**src/hdl/aro_pkg.sv**
```systemverilog
package aro_pkg;

	localparam int TimeW  = 48;
	localparam int AccW   = 24;
	localparam int GapW   = 32;
	localparam int GainW  = 16;
	localparam int ValW   = 25;
	localparam int EntryW = 2 * TimeW + AccW;

	typedef enum logic [1:0] {
		KIND_CMD   = 2'd0,
		KIND_OBS   = 2'd1,
		KIND_RESET = 2'd2,
		KIND_NONE  = 2'd3
	} kind_t;

	typedef enum logic [2:0] {
		ST_CMD_OK   = 3'd0,
		ST_CMD_REJ  = 3'd1,
		ST_OBS_OK   = 3'd2,
		ST_NO_OBS   = 3'd3,
		ST_RESET    = 3'd4
	} status_t;

	typedef enum logic [0:0] {
		REG_GAIN = 1'd0,
		REG_GAP  = 1'd1
	} reg_t;

	typedef struct packed {
		logic [TimeW-1:0] pub;
		logic [TimeW-1:0] start;
		logic signed [AccW-1:0] acc;
	} entry_t;

	typedef struct packed {
		logic       start;
		logic       is_signed;
		logic [63:0] num;
		logic [47:0] den;
	} div_req_t;

	function automatic logic signed [AccW-1:0] sat24(input logic signed [71:0] v);
		logic signed [71:0] hi;
		logic signed [71:0] lo;
		begin
			hi = 72'sd8388607;
			lo = -72'sd8388608;
			if (v > hi) sat24 = 24'sh7FFFFF;
			else if (v < lo) sat24 = 24'sh800000;
			else sat24 = v[AccW-1:0];
		end
	endfunction

endpackage

```
**src/hdl/aro_div.sv**
```systemverilog
module aro_div (
	input  logic                    clk,
	input  logic                    arst_n,
	input  aro_pkg::div_req_t       req,
	output logic                    busy,
	output logic signed [71:0]      quot
);
	import aro_pkg::*;

	logic [63:0] rem_q;
	logic [63:0] q_q;
	logic [47:0] den_q;
	logic [6:0]  cnt_q;
	logic        neg_q;
	logic [63:0] shifted;
	logic [48:0] trial;
	logic [64:0] rshift;

	always_comb begin
		rshift  = {rem_q, q_q[63]};
		shifted = q_q << 1;
		trial   = rshift[48:0] - {1'b0, den_q};
	end

	always_ff @(posedge clk or negedge arst_n) begin
		if (!arst_n) begin
			cnt_q <= '0;
			neg_q <= 1'b0;
		end else if (req.start) begin
			cnt_q <= 7'd64;
			neg_q <= req.is_signed & req.num[63];
		end else if (cnt_q != 7'd0) begin
			cnt_q <= cnt_q - 7'd1;
		end
	end

	always_ff @(posedge clk) begin
		if (req.start) begin
			q_q   <= (req.is_signed && req.num[63]) ? (~req.num + 64'd1) : req.num;
			rem_q <= '0;
			den_q <= req.den;
		end else if (cnt_q != 7'd0) begin
			if (!trial[48] || rshift[64:49] != 16'd0) begin
				rem_q <= {15'd0, trial};
				q_q   <= shifted | 64'd1;
			end else begin
				rem_q <= rshift[63:0];
				q_q   <= shifted;
			end
		end
	end

	assign busy = (cnt_q != 7'd0);
	assign quot = neg_q ? -$signed({8'd0, q_q}) : $signed({8'd0, q_q});
endmodule

```
**config.mk**
```make
export PLATFORM = sky130hd
export DESIGN_NAME = aro_div
export DESIGN_NICKNAME = d
export VERILOG_FILES = /design/src/hdl/aro_pkg.sv /design/src/hdl/aro_div.sv
export SDC_FILE = /design/constraint.sdc
export NUM_CORES = 1
export LEC_CHECK = 0
export BUFFER_PORTS_ARGS = -buffer_cell sky130_fd_sc_hd__buf_2
export CAP_MARGIN = 20
export CORE_UTILIZATION = 60
export CTS_BUF_LIST = sky130_fd_sc_hd__clkbuf_16
export DETAILED_ROUTE_END_ITERATION = 16
export GPL_TIMING_DRIVEN = 0
export PLACE_DENSITY_LB_ADDON = 0.15
export SLEW_MARGIN = 25
export SYNTH_ARGS = -nofsm -noshare
export SYNTH_HDL_FRONTEND = slang
export SYNTH_SLANG_ARGS = --single-unit
export TNS_END_PERCENT = 50
```
**constraint.sdc**
```tcl
create_clock -name clk -period 6.9 [get_ports clk]
set_input_delay 1.725 -clock clk [delete_from_list [all_inputs] [get_ports clk]]
set_output_delay 1.725 -clock clk [all_outputs]
set_load 0.01 [all_outputs]
```
==> out/summary.txt <==
Post-CTS Setup Inserts: 0
Rel. slew slack: 42.62%
Sink Count: 184
Hold Fails Final Rpt: 0
R2R depth: 14
Bufs on Longest Clock Path: 2
Unique cell type count in the Yosys netlist: 80
Initial Utilization: 61.92%
Setup violators final: 0
Power Density: 264.6 nW/µm²
Yosys warns: 0
Initial antenna violation count: 0
Tcrit/Tclk final: 82.22%
Syn-to-layout area delta: 14.90%
Total iterations of the first detailed-routing run: 7
DRT Wirelength: 33870 µm
Worst Path Class, Setup: reg2out
Fin Setup TNS: 0 ns
Vias per Instance: 5.942
RSZ-0062 raised after global routing: no
TritonCTS Buffers: 17
Vias in the first global route: 10940
Port bufs: 188
Syn avg cell area: 8.784 µm²
Post-DP HPWL: 25940 µm
First-pass GRT wire length: 54180 µm
Root Driver: clkbuf_16
Worst Path Required: 5.18 ns
Wire length per cell: 17.52 µm
Depth of the worst hold-timing path: 1
Via count: 11490
Core area: 20430 µm²
Worst-Skew Late Latency: 0.44 ns
Die width: 147.2 µm
Crit. End Element: primary output
Hold_ws: 0.4651 ns
Post-synth EDFFs: 112
Primary FF master, synth: edfxtp_1
Non-Filler Instances: 1933
FMAX: 0.1763 GHz
Post-cts hold buffer count: 0
Final Util: 71.14%
H-tree depth: 4
Placed Instances: 1899
Syn Nets: 1608
Layout cells sized above 1: 15.95%
Crit path DAT: 3.95 ns
Leak: 5.880 nW
Reg-to-reg slack, setup: 2.49 ns
Die outline height: 147.2 µm
Yosys reg bits: 184
Site Rows: 52
Remaining Overflow, GRT: 0
Worst-path fanout max: 6
Total track usage: 31.48%
Final #Nets: 1816
Slew Limit Fails: 0
Tmin final: 5.673 ns
Asr flop ratio synth: 4.348%
Antenna Nets Post-Route: 0
Clock-pin slew on the worst setup and hold paths: 0.07 ns
Largest net degree at the start of global routing: 52
Worst-Margin Slew: 0.8391 ns
Hold Path Class: reg2reg
Post-route DRC: 0
I/O pin cnt: 189
GP Congestion: 0.9464
Seq/Total Area, Yosys: 38.30%
MaxCap Viol Count: 0
Initial DRC count: 905
Crit path launch type: register
Mapped cell area: 12650 µm²
Die ar.: 21670 µm²
Worst vdd ir: 0.0001935 V
TritonCTS clock tree: yes
Synthesized instance count: 1440
Clock Skew: 0.01380 ns
Post-CTS resize count: 0
Status: finished, final reports clean
==> final cells by class <==
class	count	area, µm²
Antenna cell	2	5.005
Buffer	69	289.0
Clock buffer	19	475.5
Clock inverter	13	98.84
Fill cell	1670	5896
Inverter	82	310.3
Multi-Input combinational cell	1105	7209
Sequential cell	184	4845
Tap cell	270	337.8
Timing Repair Buffer	189	963.4
==> final timing paths <==
check / startpoint / to
worst max register to register: q_q[63] / rem_q[23]
min in group asynchronous: arst_n / neg_q
worst max-delay path: q_q[26] / quot[61]
max in group asynchronous: arst_n / cnt_q[1]
worst min register to register: rem_q[60] / rem_q[60]
worst min-delay path: rem_q[60] / rem_q[60]
==> synth_stat cells (8+ instances only) <==
cell type	number	area, µm²
nand4_1	12	75.07
o41ai_1	16	140.1
ha_1	51	638.1
nor3_1	18	90.09
o21bai_1	9	67.56
clkbuf_1	56	210.2
o31ai_1	23	172.7
dfrtp_1	8	200.2
a21o_1	16	120.1
edfxtp_1	112	3363
or3_1	15	93.84
xnor2_1	126	1104
o22ai_1	8	50.05
nand3_1	12	60.06
nor2_1	183	686.9
o211ai_1	11	82.58
dfxtp_1	64	1281
a21oi_1	162	810.8
nand2b_1	16	100.1
nor4_1	11	68.82
or4_1	12	90.09
nand2_1	106	397.9
o21ai_0	67	335.3
inv_1	82	307.8
a31oi_1	9	56.30
xor2_1	44	385.4
a211oi_1	39	292.8
mux2i_1	35	350.3
and2_1	20	125.1
==> layer usage <==
layer,vias up,GRT usage [%],part of all wire (%)
met2,476,54.39,48
met3,53,4.317,7.3
met4,0,9.639,2.2
li1,5582,-,-
met5,-,0,0
met1,5374,40.81,42
==> metrics by stage <==
step	worst slack (ns)	cell area (µm²)	total power [mW]
2_1_floorplan	2.406	12650	2.443
3_3_place_gp	1.571	13930	2.838
3_5_place_dp	1.765	13950	2.875
4_1_cts	1.291	14530	3.836
5_1_grt	1.078	14530	4.057
6_report	1.227	14530	3.845
==> state kept, by name, summed over array words and instances, names as in the netlist <==
name / count
rem_q: 64
den_q: 48
cnt_q: 7
neg_q: 1
q_q: 64
==> cells in the final DEF (no fill, tap or decap), drive strengths merged, types with 11 or more instances in the layout <==
master	synthesis	final
buf	13	202
nor2	183	183
a21oi	162	162
xnor2	126	126
edfxtp	112	112
nand2	107	107
inv	82	90
clkbuf	56	75
o21ai	70	70
dfxtp	64	64
ha	51	51
xor2	44	44
a211oi	39	39
mux2i	35	35
o31ai	24	24
and2	21	21
nor3	20	20
o41ai	18	18
nor4	17	17
nand2b	16	16
a21o	16	16
or4	16	16
or3	15	15
nand3	13	13
nand4	13	13
o211ai	11	11
==> critical path, stage by stage, from the launching register on <==
cell and delay [ns]:
edfxtp_1 0.46, or3_1 0.44, or3_1 0.39, nor4_2 0.46
nand3_1 0.35, o41ai_2 0.77, nand2_1 0.14, xor2_1 0.31
buf_2 0.19
==> power breakdown <==
part           leakage [nW]  internal [mW]  switching (mW)  total (mW)
Sequential             1.74           1.36           0.168        1.53
Clock                 0.300          0.537           0.431       0.968
Combinational          3.84          0.552           0.796        1.35
Total                  5.88           2.45            1.40        3.85
==> cells by family (layout without fill, tap and decap cells) <==
logic type	after synthesis	count (layout)	share of synthesized area, %
multiplexers	36	36	2.859
flip-flops	184	184	38.30
AND/OR/NAND/NOR	454	454	17.91
buffers and inverters	151	372	4.718
adder cells (fa/ha/maj)	52	52	5.203
other	0	2	0
XOR/XNOR	170	170	11.77
AO/OA/AOI/OAI	393	393	19.24
Power figures use the tool's default switching activity.
