--- config.mk ---
export PLATFORM = sky130hd
export DESIGN_NAME = aro_ram
export DESIGN_NICKNAME = d
export VERILOG_FILES = /design/src/hdl/aro_ram.sv
export SDC_FILE = /design/constraint.sdc
export NUM_CORES = 1
export LEC_CHECK = 0
export ABC_CLOCK_PERIOD_IN_PS = 3200
export BUFFER_PORTS_ARGS = -buffer_cell sky130_fd_sc_hd__buf_2
export CAP_MARGIN = 20
export CORE_ASPECT_RATIO = 0.7
export CORE_MARGIN = 2
export CORE_UTILIZATION = 44
export DETAILED_ROUTE_END_ITERATION = 10
export SYNTH_ARGS = -nofsm -noshare
export SYNTH_HDL_FRONTEND = slang
export SYNTH_SLANG_ARGS = --single-unit
--- constraint.sdc ---
create_clock -name clk -period 3.2 [get_ports clk]
set_clock_uncertainty 0.1 [all_clocks]
set_input_delay 0.16 -clock clk [delete_from_list [all_inputs] [get_ports clk]]
set_output_delay 0.16 -clock clk [all_outputs]
set_load 0.01 [all_outputs]
--- src/hdl/aro_ram.sv ---
module aro_ram #(
	parameter int Width = 8,
	parameter int Depth = 16
) (
	input  logic                     clk,
	input  logic                     we,
	input  logic [$clog2(Depth)-1:0] waddr,
	input  logic [Width-1:0]         wdata,
	input  logic [$clog2(Depth)-1:0] raddr,
	output logic [Width-1:0]         rdata
);
	logic [Width-1:0] mem_q [Depth];

	always_ff @(posedge clk) begin
		if (we) mem_q[waddr] <= wdata;
		rdata <= mem_q[raddr];
	end
endmodule

==> impl_metrics.ini, run 1 <==
[placement]
dp.cells = 407
dpl_worst_slack_ns = 1.112
placed_area_um2 = 5428
hpwlAfterDp_um = 5862
place_congestion = 0.6873
io_buffers = 25

[clocking]
ctsHoldBuffers = 0
cts_tree = built
cts_root_buffer = clkbuf_16
cts-buffers-inserted = 17
h-tree-depth = 4
cts.sinks = 136
cts_resized = 0
cts_setup_buffers = 0
cts_buffer_depth = 2
clk_pin_slew_ns = 0.06
worstSkewPairLatency_ns = 0.41

[global_routing]
grt_pass1_wl_um = 15040
grtUsageMet3_pct = 5.153
grt_max_degree = 33
grt.total_usage_pct = 17.50
use_met2_pct = 27.66
use_met1_pct = 23.76
overflow = 0
grt-busiest-layer = met2
antenna_found_initial = 0
grt_pass1_vias = 2416

[cells_and_area]
final_util_pct = 51.97
fin_nets = 287
layout-drive-gt1-share_pct = 27.30
stdcell_area_um2 = 6008
antenna_cells = 0
synthToLayoutAreaGrowth_pct = 16.72
fin_cells = 439

[synth]
ys_ff_latch = 136
muxShareOfSynthArea_pct = 15.02
synthSimpleGateAreaFrac_pct = 3.184
seq_area_frac_synth_pct = 77.78
synth_fa_ha_area_share_pct = 0
synth-compound-area-share_pct = 2.333
synth.distinct_cells = 19
synth_top_area_share_pct = 74.67
yosysWarnings = 0
syn_area_um2 = 5147
synth_top_family_by_area = multiplexers
postSynthCellCount = 229
synth_xor_xnor_area_share_pct = 0
syn_area_per_cell_um2 = 22.48
synth_area_leader_cell = edfxtp_1
syn_nets = 247
synthTopCellsByArea = edfxtp_1, mux4_2, mux4_1

[timing]
grt_setup_unrepaired = false
slew_headroom_pct = 32.40
setup_viol = 0
fmax_mhz = 588.5
worstMarginPinSlew_ns = 1.010
period_share_pct = 53.10
slew_violations = 0
finalWorstSetupSlack_ns = 1.501
fin_crit_ns = 1.699
hold_violations = 0
finalSetupTns_ns = 0

[worst_setup_path]
cp-start-kind = primary input
crit_chain = buf_2 -> buf_4 -> mux4_1 -> a22oi_1 -> nand2_1
worstPathRequired_ns = 3.38
path_buf_inv = 2
crit_arrival_ns = 1.88
critPathCaptureType = flip-flop
cpPeakStageDelay_ns = 0.63
path_delay_family = multiplexers
path_class = primary input to flip-flop
path_max_fanout = 32
crit_slowest_cell = mux4_1

[die]
die_y_um = 94.50
ioPinCount = 26
die_area_um2 = 12590
start_util_pct = 44.52
die_w_um = 133.3
fp-row-count = 33
core_um2 = 11560

[pwr]
p_leak_nw = 2.011
clkPwrFrac_pct = 46.6
seq_power_share_pct = 49.0
internal_power_mw = 3.298
ir_drop_mv = 0.3790
sw_frac_of_total_pct = 19.42
p_per_area_nw_per_um2 = 681.1
p_sw_mw = 0.7949
pwr-share-comb_pct = 4.4

[run]
max_cap_viol_count = 0

[detailed_routing]
dr.pass1.iters = 4
routed_wl_um = 10130
vias = 2400
ant_nets = 0
post_drt_wl_per_cell_um = 23.07
drtIter0Drc = 199
vias_per_cell = 5.467
drc_errors = 0

[run_status]
outcome = finished, final reports clean

[worst_hold_path]
min_path_type = primary input to flip-flop
-- synthesized netlist by cell type --
library cell,count
and2b_1,1
edfxtp_1,128
nor2_1,13
mux4_1,14
mux4_2,18
nor3_1,4
nor2b_1,1
buf_2,3
nand3b_1,2
buf_4,1
dfxtp_1,8
nand2b_1,2
nand2_1,9
and2_1,1
clkdlybuf4s25_2,3
buf_6,3
or3b_2,1
a22oi_1,16
nand3_1,1
-- layout make-up --
cell class,instances,area (µm²)
Clock buffer,21,450.4
Clock inverter,11,130.1
Fill cell,934,5553
Multi-Input combinational cell,83,1057
Sequential cell,136,4004
Tap cell,157,196.4
Timing Repair Buffer,31,170.2
-- cells in the final DEF, fill, tap and decap left out, types with 2 or more instances in the layout --
cell       netlist  routed
clkbuf_16        0      17
nand2b_1         2       2
clkinv_1         0       2
edfxtp_1       128     128
clkinv_2         0       5
buf_4            1       6
nor3_1           4       4
bufinv_16        0       3
dfxtp_1          8       8
nand2_1          9       9
a22oi_1         16      16
mux4_1          14      14
mux4_2          18      18
clkbuf_1         0       3
nand3b_1         2       2
nor2_1          13      13
buf_2            3      25
-- routing by layer --
layer	share of wire, %	wire [µm]
met3	5.4	542
met5	0	0
met4	0.91	92
met1	46	4621
met2	48	4870
-- registers in the layout, indices dropped and copies added (netlist names) --
register  flops
mem_q       128
rdata         8
-- power by group through the flow --
stage / Combinational, mW / Sequential, mW / Clock, mW
finish: 0.180 / 2.00 / 1.91
global route: 0.197 / 2.01 / 2.02
CTS: 0.183 / 2.00 / 1.94
detailed placement: 0.182 / 2.04 / 0
global placement: 0.179 / 2.04 / 0
floorplan: 0.101 / 2.04 / 0
-- worst reg2reg max path: stages (launching register included) --
cell and delay [ns]:
edfxtp_1 0.36, mux4_1 0.50, a22oi_1 0.39, nand2_1 0.09
-- through the flow --
step,hold WS [ns],total power [mW]
floorplan,0.1589,2.144
global placement,0.4547,2.219
detailed placement,0.4616,2.223
CTS,0.03415,4.126
global route,0.04269,4.223
finish,0.04070,4.092
-- cell families after synthesis --
family                 after synthesis
AO/OA/AOI/OAI                       16
buffers and inverters               10
flip-flops                         136
multiplexers                        32
AND/OR/NAND/NOR                     35
-- path summary, 6_finish.rpt --
path                            depth (start not counted)                    from  slack, ns               endpoint
worst max-delay path                                    5                raddr[0]       1.50       rdata[2]$_DFF_P_
worst min-delay path                                    1                wdata[7]       0.04  mem_q[0][7]$_DFFE_PP_
worst max register to register                          3   mem_q[1][2]$_DFFE_PP_       1.64       rdata[2]$_DFF_P_
worst min register to register                          3  mem_q[13][5]$_DFFE_PP_       0.57       rdata[5]$_DFF_P_
No activity file was read; power rests on OpenSTA's default activity.
==> run 2: changes to the inputs <==
ABC_CLOCK_PERIOD_IN_PS = 1700   (was 3200)
clock period = 1.7 ns   (was 3.2 ns; I/O delays follow)
==> impl_metrics.ini, run 2 (same netlist as run 1, synthesis figures left out) <==
[worst_setup_path]
worstPathRequired_ns = 1.89
cp-start-kind = flip-flop
path_class = flip-flop to flip-flop
path_delay_family = multiplexers
crit_arrival_ns = 1.73
crit_chain = mux4_1 -> a22oi_1 -> nand2_1
critPathCaptureType = flip-flop
path_max_fanout = 1
path_buf_inv = 0
crit_slowest_cell = mux4_1
cpPeakStageDelay_ns = 0.50

[clocking]
worstSkewPairLatency_ns = 0.41
cts-buffers-inserted = 17
clk_pin_slew_ns = 0.06
cts_tree = built
cts_buffer_depth = 2
cts.sinks = 136
cts_setup_buffers = 0
cts_root_buffer = clkbuf_16
h-tree-depth = 4

[timing]
slew_headroom_pct = 43.16
setup_viol = 0
slew_violations = 0
fin_crit_ns = 1.544
hold_violations = 0
period_share_pct = 90.81
grt_setup_unrepaired = false
finalSetupTns_ns = 0
fmax_mhz = 647.8
worstMarginPinSlew_ns = 0.8509

[cells_and_area]
synthToLayoutAreaGrowth_pct = 21.54
final_common_cell = edfxtp_1
top_regs = mem_q x128, rdata x8
antenna_cells = 0
layout_common_cells = edfxtp_1, buf_2, mux4_2, clkbuf_16, buf_4
largest_register = mem_q
final_util_pct = 54.11
fillers = 907
largest_reg_flops = 128
fin_nets = 310
layout-drive-gt1-share_pct = 30.49

[die]
die_w_um = 133.3
die_y_um = 94.50
core_um2 = 11560
start_util_pct = 44.52
ioPinCount = 26
fp-row-count = 33
die_area_um2 = 12590

[detailed_routing]
vias = 2457
drtIter0Drc = 188
dr.pass1.iters = 4
routed_wl_um = 10000
vias_per_cell = 5.318
drc_errors = 0
ant_nets = 0
post_drt_wl_per_cell_um = 21.65

[placement]
place_congestion = 0.7277
io_buffers = 25
hpwlAfterDp_um = 6338

[pwr]
sw_frac_of_total_pct = 20.08
p_per_area_nw_per_um2 = 1239
p_leak_nw = 2.135
clkPwrFrac_pct = 46.4
seq_power_share_pct = 48.7
p_sw_mw = 1.557
pwr-share-comb_pct = 4.9
ir_drop_mv = 0.9302
internal_power_mw = 6.197

[global_routing]
grt_max_degree = 33
grt_pass1_vias = 2534
grt_pass1_wl_um = 15370
antenna_found_initial = 0
overflow = 0
grt.total_usage_pct = 17.85

[run_status]
outcome = finished, final reports clean

[worst_hold_path]
min_path_type = primary input to flip-flop

[run]
max_cap_viol_count = 0
run 2: cell types whose count changed in the layout (fill, tap and decap cells not counted):
cell,previous run,this run
buf_12,0,4
buf_4,6,17
clkbuf_1,3,0
clkbuf_8,1,0
clkinv_1,2,4
clkinv_2,5,3
clkinv_4,0,2
clkinvlp_4,1,3
dlygate4sd3_1,0,8
run 2: worst register-to-register path, stage by stage (launching register included):
cell	delay (ns)
edfxtp_1	0.37
mux4_1	0.50
a22oi_1	0.36
nand2_1	0.10
run 2: final cells by class:
type | instances | area [µm²] | area share, %
clock buffer | 17 | 425.4 | 6.800
clock inverter | 15 | 160.2 | 2.560
multi-input combinational | 83 | 1057 | 16.90
sequential | 136 | 4004 | 64.00
tap | 157 | 196.4 | 3.140
timing repair buffer | 54 | 412.9 | 6.600
run 2: per-layer routing:
layer	track usage, %	share of wire [%]
met3	4.509	8.3
met1	25.11	46
met4	8.511	1.3
met5	0	0
met2	26.50	45
run 2: path summary, 6_finish.rpt:
check	start	end	slack, ns	cells past startpoint
hold / removal	waddr[0]	mem_q[0][6]$_DFFE_PP_	0.13	3
hold reg to reg	mem_q[14][5]$_DFFE_PP_	rdata[5]$_DFF_P_	0.57	3
setup / recovery	mem_q[1][2]$_DFFE_PP_	rdata[2]$_DFF_P_	0.16	3
setup reg to reg	mem_q[1][2]$_DFFE_PP_	rdata[2]$_DFF_P_	0.16	3
run 2: power groups by stage:
| stage | Sequential [mW] | Combinational, mW | Clock (mW) |
|---|---|---|---|
| after floorplan | 3.84 | 0.190 | 0 |
| after global placement | 3.84 | 0.362 | 0 |
| after detailed placement | 3.84 | 0.371 | 0 |
| after CTS | 3.77 | 0.386 | 3.65 |
| after global routing | 3.78 | 0.416 | 3.82 |
| final | 3.77 | 0.381 | 3.60 |
run 2: what timing repair did:
action                    4_1_cts  5_1_grt
resized for setup               0        0
hold buffers                    8        0
hold endpoints to repair      128        0
run 2: through the flow:
step / setup slack, ns / std cells / area, µm² / hold slack [ns] / total power, mW
2_1_floorplan: 0.02213 / 229 / 5147 / 0.08387 / 4.035
3_3_place_gp: 0.03656 / 422 / 5590 / 0.3766 / 4.203
3_5_place_dp: 0.006888 / 422 / 5590 / 0.3847 / 4.215
4_1_cts: 0.1889 / 462 / 6256 / 0.1089 / 7.814
5_1_grt: 0.1140 / 462 / 6256 / 0.1334 / 8.009
6_report: 0.1563 / 462 / 6256 / 0.1282 / 7.754
